`src/design/mao_pkg.sv`:
```
// Package with the shared pixel type, register indices and reset values of the overlay block.
`timescale 1ns / 1ps
`default_nettype none

package mao_pkg;

   // Number of colour channels carried by one pixel.
   localparam int unsigned CHANNELS = 4;

   // Width of one channel byte and the full-scale weight.
   localparam int unsigned PIX_W     = 8;
   localparam int unsigned ALPHA_MAX = 255;

   // Width of the geometry registers on the register port.
   localparam int unsigned GEOM_W = 13;
   localparam int unsigned NCH_W  = 3;
   localparam int unsigned CSR_IDX_W = 3;

   typedef logic [PIX_W-1:0] pix_type;

   // Register indices on the configuration port.
   typedef enum logic [CSR_IDX_W-1:0] {
      CSR_FRAME_WIDTH   = 3'd0,
      CSR_OVERLAY_X     = 3'd1,
      CSR_OVERLAY_Y     = 3'd2,
      CSR_FG_WIDTH      = 3'd3,
      CSR_FG_HEIGHT     = 3'd4,
      CSR_USE_MASK      = 3'd5,
      CSR_CHANNEL_COUNT = 3'd6
   } csr_index_type;

   // Reset values of the registers.
   localparam logic [GEOM_W-1:0] FRAME_WIDTH_RST   = 13'd640;
   localparam logic [GEOM_W-1:0] OVERLAY_X_RST     = 13'd0;
   localparam logic [GEOM_W-1:0] OVERLAY_Y_RST     = 13'd0;
   localparam logic [GEOM_W-1:0] FG_WIDTH_RST      = 13'd640;
   localparam logic [GEOM_W-1:0] FG_HEIGHT_RST     = 13'd480;
   localparam logic              USE_MASK_RST      = 1'b0;
   localparam logic [NCH_W-1:0]  CHANNEL_COUNT_RST = 3'd3;

endpackage

`default_nettype wire

```
`src/design/masked_alpha_overlay.sv`:
```
// Top level of the masked alpha overlay: position tracking, input stage and result register.
//
// Usage. Background pixels stream in on the req_ channel in raster order, one word per
// pixel, each with the aligned foreground pixel and mask byte; req_tuser marks the first
// pixel of a frame and restarts the column and row counters at (0,0). Each accepted word
// gives exactly one result word on the rsp_ channel, in order. Inside the overlay
// rectangle the blended channels become floor((bg*(255-a)+fg*a)/255); elsewhere the
// background passes unchanged, and rsp_tuser reports whether the pixel lay inside.
// An accepted word is held in the input stage and moves into the result register once that
// register is free to take it, where it waits for rsp_tready. Position and weight are settled
// into the input stage, the eight 8 by 8 products and the divide by 255 sit between that
// stage and the result register. Throughput is one word per cycle while the receiver
// takes results; when rsp_tready is low the result register holds its word, the input
// stage fills, and req_tready then falls until the receiver takes a word again.
// The csr_ port is always ready; the user is to write registers only while the stream is idle,
// which the block does not enforce. Synchronous reset empties both stages, clears the counters
// and loads the register defaults (frame width 640, origin 0,0, foreground 640 by 480, alpha
// from foreground channel 3, three channels blended).
`timescale 1ns / 1ps
`default_nettype none

module masked_alpha_overlay import mao_pkg::*; #(
   parameter int MAX_DIM = 4096
) (
   input  wire logic        clock,
   input  wire logic        reset,
   // Input pixels.
   input  wire logic        req_tvalid,
   output logic             req_tready,
   input  wire logic [71:0] req_tdata,  // bg_c0, bg_c1, bg_c2, bg_c3, fg_c0..fg_c3, mask_value
   input  wire logic        req_tuser,  // start_of_frame
   // Result pixels.
   output logic             rsp_tvalid,
   input  wire logic        rsp_tready,
   output logic [31:0]      rsp_tdata,  // out_c0, out_c1, out_c2, out_c3
   output logic             rsp_tuser,  // in_overlay
   // Register writes.
   input  wire logic        csr_valid,
   output logic             csr_ready,
   input  wire logic [CSR_IDX_W-1:0] csr_index,
   input  wire logic [GEOM_W-1:0]    csr_data
);

   // Counter width and widths for the position compares.
   localparam int CW = $clog2(MAX_DIM);
   localparam int WW = (CW + 1 > GEOM_W) ? CW + 1 : GEOM_W;
   localparam int DW = ((CW > GEOM_W) ? CW : GEOM_W) + 2;

   // Configuration registers.
   logic [GEOM_W-1:0] frame_width_ff, overlay_x_ff, overlay_y_ff;
   logic [GEOM_W-1:0] fg_width_ff, fg_height_ff;
   logic              use_mask_ff;
   logic [NCH_W-1:0]  channel_count_ff;

   // Position counters.
   logic [CW-1:0] col_ff, col_in;
   logic [CW-1:0] row_ff, row_in;

   // Input stage.
   logic                 s1_valid_ff, s1_valid_in;
   pix_type              s1_bg_ff    [CHANNELS];
   pix_type              s1_fg_ff    [CHANNELS];
   pix_type              s1_alpha_ff;
   logic                 s1_inside_ff;
   logic [CHANNELS-1:0]  s1_enable_ff;

   // Result register.
   logic                 rsp_valid_ff, rsp_valid_in;
   pix_type              rsp_pix_ff  [CHANNELS];
   logic                 rsp_inside_ff;

   // Combinational signals.
   logic                 req_accept;
   logic                 out_ready;
   logic                 s1_advance;
   pix_type              in_bg   [CHANNELS];
   pix_type              in_fg   [CHANNELS];
   pix_type              in_mask;
   pix_type              in_alpha;
   logic [CW-1:0]        col_use, row_use;
   logic [WW-1:0]        width_eff;
   logic [WW-1:0]        col_plus;
   logic signed [DW-1:0] dx, dy;
   logic                 inside_x, inside_y, in_rect;
   logic [CHANNELS-1:0]  enable;
   pix_type              blend_pix [CHANNELS];

   // Register port: always ready, writes beyond the list are dropped.
   assign csr_ready = 1'b1;

   always_ff @(posedge clock) begin
      if (reset) begin
         frame_width_ff   <= FRAME_WIDTH_RST;
         overlay_x_ff     <= OVERLAY_X_RST;
         overlay_y_ff     <= OVERLAY_Y_RST;
         fg_width_ff      <= FG_WIDTH_RST;
         fg_height_ff     <= FG_HEIGHT_RST;
         use_mask_ff      <= USE_MASK_RST;
         channel_count_ff <= CHANNEL_COUNT_RST;
      end else if (csr_valid) begin
         case (csr_index)
            CSR_FRAME_WIDTH:   frame_width_ff   <= csr_data;
            CSR_OVERLAY_X:     overlay_x_ff     <= csr_data;
            CSR_OVERLAY_Y:     overlay_y_ff     <= csr_data;
            CSR_FG_WIDTH:      fg_width_ff      <= csr_data;
            CSR_FG_HEIGHT:     fg_height_ff     <= csr_data;
            CSR_USE_MASK:      use_mask_ff      <= csr_data[0];
            CSR_CHANNEL_COUNT: channel_count_ff <= csr_data[NCH_W-1:0];
            default: begin
            end
         endcase
      end
   end

   // Handshake: the stages move together whenever the result register can take a word.
   assign out_ready  = !rsp_valid_ff || rsp_tready;
   assign s1_advance = out_ready;
   assign req_tready = !s1_valid_ff || out_ready;
   assign req_accept = req_tvalid && req_tready;

   // Unpack the input word.
   always_comb begin
      for (int c = 0; c < CHANNELS; c++) begin
         in_bg[c] = req_tdata[c*PIX_W +: PIX_W];
         in_fg[c] = req_tdata[(CHANNELS + c)*PIX_W +: PIX_W];
      end
   end
   assign in_mask  = req_tdata[2*CHANNELS*PIX_W +: PIX_W];
   assign in_alpha = use_mask_ff ? in_mask : in_fg[CHANNELS-1];

   // Position of this pixel: a start of frame puts it at the origin.
   assign col_use = req_tuser ? '0 : col_ff;
   assign row_use = req_tuser ? '0 : row_ff;

   // Inside test against the rectangle, with the origin sign-extended.
   assign dx = $signed({{(DW-CW){1'b0}}, col_use})
             - $signed({{(DW-GEOM_W){overlay_x_ff[GEOM_W-1]}}, overlay_x_ff});
   assign dy = $signed({{(DW-CW){1'b0}}, row_use})
             - $signed({{(DW-GEOM_W){overlay_y_ff[GEOM_W-1]}}, overlay_y_ff});
   assign inside_x = !dx[DW-1] && (dx[DW-2:0] < {{(DW-1-GEOM_W){1'b0}}, fg_width_ff});
   assign inside_y = !dy[DW-1] && (dy[DW-2:0] < {{(DW-1-GEOM_W){1'b0}}, fg_height_ff});
   assign in_rect  = inside_x && inside_y;

   // Channels below the channel count are blended; a count above four covers all four.
   always_comb begin
      for (int c = 0; c < CHANNELS; c++) begin
         enable[c] = in_rect && (channel_count_ff > NCH_W'(c));
      end
   end

   // Row length: zero or anything above the counter range means the full range.
   assign width_eff = (frame_width_ff == '0 ||
                       WW'(frame_width_ff) > WW'(MAX_DIM)) ? WW'(MAX_DIM)
                                                           : WW'(frame_width_ff);
   assign col_plus  = WW'(col_use) + WW'(1);

   // Counter advance for the next pixel.
   always_comb begin
      col_in = col_ff;
      row_in = row_ff;
      if (req_accept) begin
         if (col_plus >= width_eff) begin
            col_in = '0;
            row_in = (row_use == CW'(MAX_DIM - 1)) ? '0 : row_use + CW'(1);
         end else begin
            col_in = col_plus[CW-1:0];
            row_in = row_use;
         end
      end
   end

   always_ff @(posedge clock) begin
      if (reset) begin
         col_ff <= '0;
         row_ff <= '0;
      end else begin
         col_ff <= col_in;
         row_ff <= row_in;
      end
   end

   // Input stage valid flag.
   always_comb begin
      s1_valid_in = s1_valid_ff;
      if (req_accept) begin
         s1_valid_in = 1'b1;
      end else if (s1_advance) begin
         s1_valid_in = 1'b0;
      end
   end

   always_ff @(posedge clock) begin
      if (reset) begin
         s1_valid_ff <= 1'b0;
      end else begin
         s1_valid_ff <= s1_valid_in;
      end
   end

   // Input stage payload.
   always_ff @(posedge clock) begin
      if (req_accept) begin
         for (int c = 0; c < CHANNELS; c++) begin
            s1_bg_ff[c] <= in_bg[c];
            s1_fg_ff[c] <= in_fg[c];
         end
         s1_alpha_ff  <= in_alpha;
         s1_inside_ff <= in_rect;
         s1_enable_ff <= enable;
      end
   end

   // Blend arithmetic, one unit per channel.
   for (genvar g = 0; g < CHANNELS; g++) begin : g_chan
      mao_blend u_blend (
         .bg     (s1_bg_ff[g]),
         .fg     (s1_fg_ff[g]),
         .alpha  (s1_alpha_ff),
         .enable (s1_enable_ff[g]),
         .result (blend_pix[g])
      );
   end

   // Result register valid flag.
   always_comb begin
      rsp_valid_in = rsp_valid_ff;
      if (out_ready) begin
         rsp_valid_in = s1_valid_ff;
      end
   end

   always_ff @(posedge clock) begin
      if (reset) begin
         rsp_valid_ff <= 1'b0;
      end else begin
         rsp_valid_ff <= rsp_valid_in;
      end
   end

   // Result register payload.
   always_ff @(posedge clock) begin
      if (out_ready && s1_valid_ff) begin
         for (int c = 0; c < CHANNELS; c++) begin
            rsp_pix_ff[c] <= blend_pix[c];
         end
         rsp_inside_ff <= s1_inside_ff;
      end
   end

   // Output packing.
   assign rsp_tvalid = rsp_valid_ff;
   assign rsp_tuser  = rsp_inside_ff;
   always_comb begin
      for (int c = 0; c < CHANNELS; c++) begin
         rsp_tdata[c*PIX_W +: PIX_W] = rsp_pix_ff[c];
      end
   end

endmodule

`default_nettype wire

```
`src/design/mao_blend.sv`:
```
// One channel of the blend: floor((bg*(255-a) + fg*a) / 255), or bg passed through.
`timescale 1ns / 1ps
`default_nettype none

module mao_blend import mao_pkg::*; (
   input  wire pix_type bg,
   input  wire pix_type fg,
   input  wire pix_type alpha,
   input  wire logic    enable,
   output pix_type      result
);

   logic [PIX_W-1:0]     inv_alpha;
   logic [2*PIX_W-1:0]   bg_prod;
   logic [2*PIX_W-1:0]   fg_prod;
   logic [2*PIX_W:0]     mix_sum;
   logic [2*PIX_W:0]     quot_sum;

   // Weighted sum of the two pixels; it stays at or below 255*255.
   assign inv_alpha = PIX_W'(ALPHA_MAX) - alpha;
   assign bg_prod   = bg * inv_alpha;
   assign fg_prod   = fg * alpha;
   assign mix_sum   = {1'b0, bg_prod} + {1'b0, fg_prod};

   // Exact floor division by 255 for sums below 65535: (s + (s >> 8) + 1) >> 8.
   assign quot_sum = mix_sum + (mix_sum >> PIX_W) + (2*PIX_W+1)'(1);

   assign result = enable ? quot_sum[2*PIX_W-1:PIX_W] : bg;

endmodule

`default_nettype wire

```
`config.mk`:
```
export PLATFORM = sky130hd
export DESIGN_NAME = masked_alpha_overlay
export DESIGN_NICKNAME = d
export VERILOG_FILES = /design/src/design/mao_pkg.sv /design/src/design/masked_alpha_overlay.sv /design/src/design/mao_blend.sv
export SDC_FILE = /design/constraint.sdc
export NUM_CORES = 2
export LEC_CHECK = 0
export ABC_AREA = 1
export BUFFER_PORTS_ARGS = -buffer_cell sky130_fd_sc_hd__buf_4
export CELL_PAD_IN_SITES_DETAIL_PLACEMENT = 0
export CELL_PAD_IN_SITES_GLOBAL_PLACEMENT = 1
export CORE_ASPECT_RATIO = 0.8
export CORE_UTILIZATION = 44
export DETAILED_ROUTE_END_ITERATION = 6
export GPL_TIMING_DRIVEN = 0
export PLACE_DENSITY_LB_ADDON = 0.1
export SLEW_MARGIN = 25
export SYNTH_ARGS = -nofsm -noshare
export SYNTH_HDL_FRONTEND = slang
export SYNTH_SLANG_ARGS = --single-unit
```
`constraint.sdc`:
```
create_clock -name clock -period 7 [get_ports clock]
set_input_delay 0 -clock clock [delete_from_list [all_inputs] [get_ports clock]]
set_output_delay 0 -clock clock [all_outputs]
set_load 0.1 [all_outputs]
```
# Yosys cells after proc, flatten, opt, wreduce, memory -nomap -nowiden
# Memories as Yosys holds them, arrays and structs flattened.
# Index checks and enable logic that the tools add are counted.
# W data, S select, Z words.
dict set report word_totals {
  in_bits 94
  reg_bits 109
  elab_cells 101
  mem_bits_rw 96
  n_memories 3
}
dict set report op_classes {
  addsub 17
  mul 8
  eq_ne 7
  n_mux 17
  n_reduce_logical 26
  n_lt_le_gt_ge 8
}
# memory depth width rd rd_ports_with_merged_regs wr line
set memory_table {}
lappend memory_table {rsp_pix_ff 4 8 4 0 4 masked_alpha_overlay.sv:69} ;# pix_type rsp_pix_ff [CHANNELS];
lappend memory_table {s1_bg_ff 4 8 4 0 4 masked_alpha_overlay.sv:61} ;# pix_type s1_bg_ff [CHANNELS];
lappend memory_table {s1_fg_ff 4 8 4 0 4 masked_alpha_overlay.sv:62} ;# pix_type s1_fg_ff [CHANNELS];
# cell n
set op_table {}
lappend op_table {{$mul A8 B8 Y16} 8}
lappend op_table {{$add A16 B16 Y17} 4}
lappend op_table {{$add A16 B1 Y16 const B} 4}
lappend op_table {{$add A16 B9 Y16} 4}
lappend op_table {{$mux W12} 5}
lappend op_table {{$mux W8} 5}
lappend op_table {{$lt A14 B13 Y1} 2}
lappend op_table {{$sub A13 B13 Y14} 2}
lappend op_table {{$reduce_and A2 Y1} 7}
lappend op_table {{$add A12 B1 Y13 const B} 1}
lappend op_table {{$ge A13 B13 Y1} 1}
lappend op_table {{$gt A13 B13 Y1 const B} 1}
lappend op_table {{$logic_not A13 Y1} 1}
lappend op_table {{$mux W13} 1}
lappend op_table {{$add A12 B1 Y12 const B} 1}
lappend op_table {{$eq A12 B12 Y1 const B} 1}
lappend op_table {{$eq A3 B3 Y1 const B} 3}
lappend op_table {{$logic_and A1 B1 Y1} 9}
lappend op_table {{$sub A8 B8 Y8 const A} 1}
lappend op_table {{$eq A3 B2 Y1 const B} 2}
lappend op_table {{$gt A3 B1 Y1 const B} 2}
lappend op_table {{$gt A3 B2 Y1 const B} 2}
lappend op_table {{$mux W1} 6}
lappend op_table {{$logic_not A1 Y1} 4}
lappend op_table {{other kinds (4)} 6}

# Longest topological paths before layout
dict set report logic_depth {
  depth_word 6
  mapped_depth 37
  mapped_depth_nobuf 35
}

# Modules after synthesis
# From an unflattened synthesis, not the netlist that was laid out.
dict set report hier_totals {
  cells_unflattened 4191
  area_unflattened_um2 31552.8
}
# module cells_each instances area_each_um2
set modules_own_cells {}
lappend modules_own_cells {{mao_blend (g_chan[0].u_blend ...)} 775 2 5456.5}
lappend modules_own_cells {masked_alpha_overlay 1098 1 10008.3}
lappend modules_own_cells {{mao_blend (g_chan[2].u_blend)} 780 1 5382.7}
lappend modules_own_cells {{mao_blend (g_chan[3].u_blend)} 763 1 5248.8}

# Least setup slack after synthesis
# No wires, ideal clock.
dict set report synth_path {
  path_type {register to register}
  from {reg s1_alpha_ff[4]}
  to {mem rsp_pix_ff[1][4] (netlist bit), data pin}
  arrival_ps 6545
  synth_period_minus_slack_ps 6798
  setup_time_ps 254
  setup_slack_ps 202
  path_stages_with_launch 34
  path_cell_list {edfxtp_1 clkbuf_1 clkbuf_1 nor2_1 fa_1 inv_1 fa_1 inv_1 fa_1 fa_1 fa_1 inv_1 fa_1 inv_1 ha_1 a21oi_1 nand2_1 nand2_1 nand3_1 nand2_1 nand2_1 a21oi_1 xor2_1 inv_1 ha_1 a21oi_1 o21ai_2 or2_4 nand2_1 inv_2 nand2_1 nand2_1 nand3_1 nand2_1}
}
# element line
set synth_lines {}
lappend synth_lines {{start: declaration} masked_alpha_overlay.sv:63} ;# pix_type s1_alpha_ff;
lappend synth_lines {{start signal: assignment} masked_alpha_overlay.sv:207} ;# s1_alpha_ff <= in_alpha;
lappend synth_lines {{end: declaration} masked_alpha_overlay.sv:69}

==> flow_summary.json <==
{
  "layout-drive-gt1-share": 0.155,
  "cts_buffer_depth": 3,
  "outcome": "finished clean",
  "ys_ff_latch": 205,
  "htreeDepth": 1,
  "grt_pass1_vias": 25100,
  "drc": 0,
  "routed_wl_um": 94100,
  "synthArstFlopShare": 0,
  "grt_max_degree": 53,
  "dpl.hpwl_um": 74000,
  "clock-sinks": 205,
  "max_freq_mhz": 145,
  "arrival_ns": 7.25,
  "worst_setup_path_start_kind": "register",
  "critPathMostFrequentCell": "nand2_2",
  "synth_flop_cell": "edfxtp_1",
  "synthCells": 4023,
  "ys_seq_area_frac": 0.171,
  "die_y_um": 237,
  "max_stage_delay_ns": 0.57,
  "worst_clock_skew_ns": 0.0193,
  "syn_area_um2": 30500,
  "synth.distinct_cells": 53,
  "worstSetupEndpointType": "register",
  "gp_congestion": 0.862,
  "reg2reg_slack_ns": 0.1,
  "min_from": "req_tdata[12]",
  "clockRootBuffer": "clkbuf_16",
  "slew_headroom": 0.293,
  "cp_max_fo": 7,
  "core_area_um2": 67900,
  "worst-path-buf-inv": 7,
  "cp_top_family": "adder cells",
  "min_to": "s1_bg_ff[1][4]",
  "dr.pass1.iters": 6,
  "pin_count": 130,
  "setup_viol": 0,
  "worstSetupPathType": "reg2reg",
  "holdWs_ns": 0.122,
  "die-area_um2": 70300,
  "fin_crit_ns": 6.90,
  "clk_pin_slew_ns": 0.07,
  "hold_path_class": "in2reg",
  "wire_per_inst_um": 17.6,
  "port_buffers": 128,
  "min_path_cells": 2,
  "reg2reg_from": "s1_alpha_ff[2]",
  "placementRows": 85,
  "dieWidth_um": 296,
  "finalNetCount": 5241,
  "grt-ovfl-total": 0,
  "antenna_found_initial": 0,
  "ys_warn_count": 0,
  "drv_cap": 0,
  "worstSkewPairLatency_ns": 0.60,
  "start_util": 0.449,
  "final_max_slew_viol_count": 0,
  "track_usage": 0.269,
  "ant_nets": 0,
  "grt_pass1_wl_um": 145000,
  "cts_buffers": 26,
  "drtIter0Drc": 1871,
  "synth_edf_count": 110,
  "rsz0062_at_grt": "true",
  "min_period_over_period": 0.986,
  "diodes": 0,
  "cts_tree": "built",
  "synth_area_per_cell_um2": 7.57,
  "vias_per_cell": 4.88,
  "areaGrowthSynthToFinish_pct": 22.8,
  "rr_worst_depth": 34,
  "via_count": 26100,
  "tightestPinTransition_ns": 1.06,
  "slowest_stage": "fa_1",
  "hold_viol": 0,
  "cp.required_ns": 7.34,
  "r2r_end": "rsp_pix_ff[2][4]"
}
## stage by stage
step	TNS [ns]	setup WS, ns	std cells	area, um2	util
after global routing	-1.73	-0.172	5339	37400	0.551
after floorplan	0	0.202	4026	30500	-
final	0	0.0951	5339	37400	0.551
after CTS	-0.000340	-0.000340	5264	35600	0.525
after global placement	-32.21	-1.41	5067	32600	0.480
after detailed placement	-31.50	-1.43	5070	32700	0.481
## cell usage in the layout, fill, tap and decap left out, types with 9 or more instances in the layout
cell type / n
a21oi_1: 142
a21oi_2: 17
a21oi_4: 13
buf_12: 15
buf_2: 9
buf_4: 239
buf_6: 17
buf_8: 13
clkbuf_1: 41
clkbuf_16: 31
clkbuf_2: 29
clkbuf_8: 9
clkinvlp_4: 13
dfxtp_1: 95
dlygate4sd3_1: 99
edfxtp_1: 110
fa_1: 371
fa_2: 19
ha_1: 311
ha_4: 36
inv_1: 1038
inv_2: 31
nand2_1: 803
nand2_2: 58
nand2_4: 17
nand3_1: 143
nand3_2: 31
nand4_1: 50
nor2_1: 305
nor2_2: 16
nor3_1: 15
o21ai_0: 97
o21ai_2: 9
o21bai_1: 10
xnor2_1: 24
xor2_1: 36
## logic make-up (layout without fill, tap and decap cells)
family,count (synthesis),after routing,synth area share
compound gates,324,324,0.0574
mux,8,8,0.00296
buf+inv,1205,1605,0.150
xor+xnor,65,65,0.0189
fa+ha+maj,741,741,0.401
flops,205,205,0.171
other cells,2,5,0.000247
simple gates,1473,1473,0.199
## area by class of cell
cell class	instances	area, um2
well taps	913	1140
inverters	1087	4140
plain buffers	111	856
repair buffers	359	3160
fillers	6630	30500
clock buffers	39	781
flip-flops and latches	205	5200
multi-input cells	2616	22000
clock inverters	9	108
## registers in the layout, indices dropped and copies added, names as in the netlist, 3 cells and up
signal,count
fg_width_ff,13
col_ff,12
s1_bg_ff,32
frame_width_ff,13
overlay_y_ff,13
channel_count_ff,3
fg_height_ff,13
s1_fg_ff,32
overlay_x_ff,13
rsp_pix_ff,32
s1_alpha_ff,8
s1_enable_ff,4
row_ff,12
## worst max-delay path by stage
stage                        start                to  slack, ns  depth (start not counted)
floorplan           s1_alpha_ff[4]  rsp_pix_ff[1][4]       0.20                         33
global placement    s1_alpha_ff[1]  rsp_pix_ff[0][2]      -1.41                         32
detailed placement  s1_alpha_ff[1]  rsp_pix_ff[0][2]      -1.43                         32
CTS                 s1_alpha_ff[1]  rsp_pix_ff[0][4]    -0.0003                         35
global route        s1_alpha_ff[2]  rsp_pix_ff[2][4]      -0.17                         32
finish              s1_alpha_ff[2]  rsp_pix_ff[2][4]        0.1                         34
## metal layers
metal,vias up,share of wire,track usage
li1,12900,-,-
met1,12500,0.51,0.425
met2,667,0.42,0.396
met3,93,0.055,0.0273
met4,0,0.020,0.0525
met5,-,0,0
## Yosys cell counts (11+ instances only)
cell	number	area, um2
clkbuf_1	79	297
nand2_1	866	3250
nor3_1	20	100
xor2_1	40	350
nand2_2	11	68.8
edfxtp_1	110	3300
a21oi_1	170	851
o21ai_0	101	505
nand4_1	50	313
xnor2_1	24	210
nand3_1	173	866
ha_1	351	4390
inv_1	1081	4060
buf_1	11	41.3
nor2_1	325	1220
clkbuf_2	22	110
fa_1	390	7810
dfxtp_1	95	1900
## timing repair
action / in CTS / in global routing
setup buffers: 51 / 77
setup endpoints to repair: 32 / 31
gates resized for setup: 182 / 309
pin swaps: 18 / 165
endpoints found under the hold margin: 154 / 0
hold buffers: 99 / 0
cloned: 0 / 1
Power is left out: the tool's default activity adds up to more than one toggle a clock period on the data nets, which glitch-free logic cannot reach.
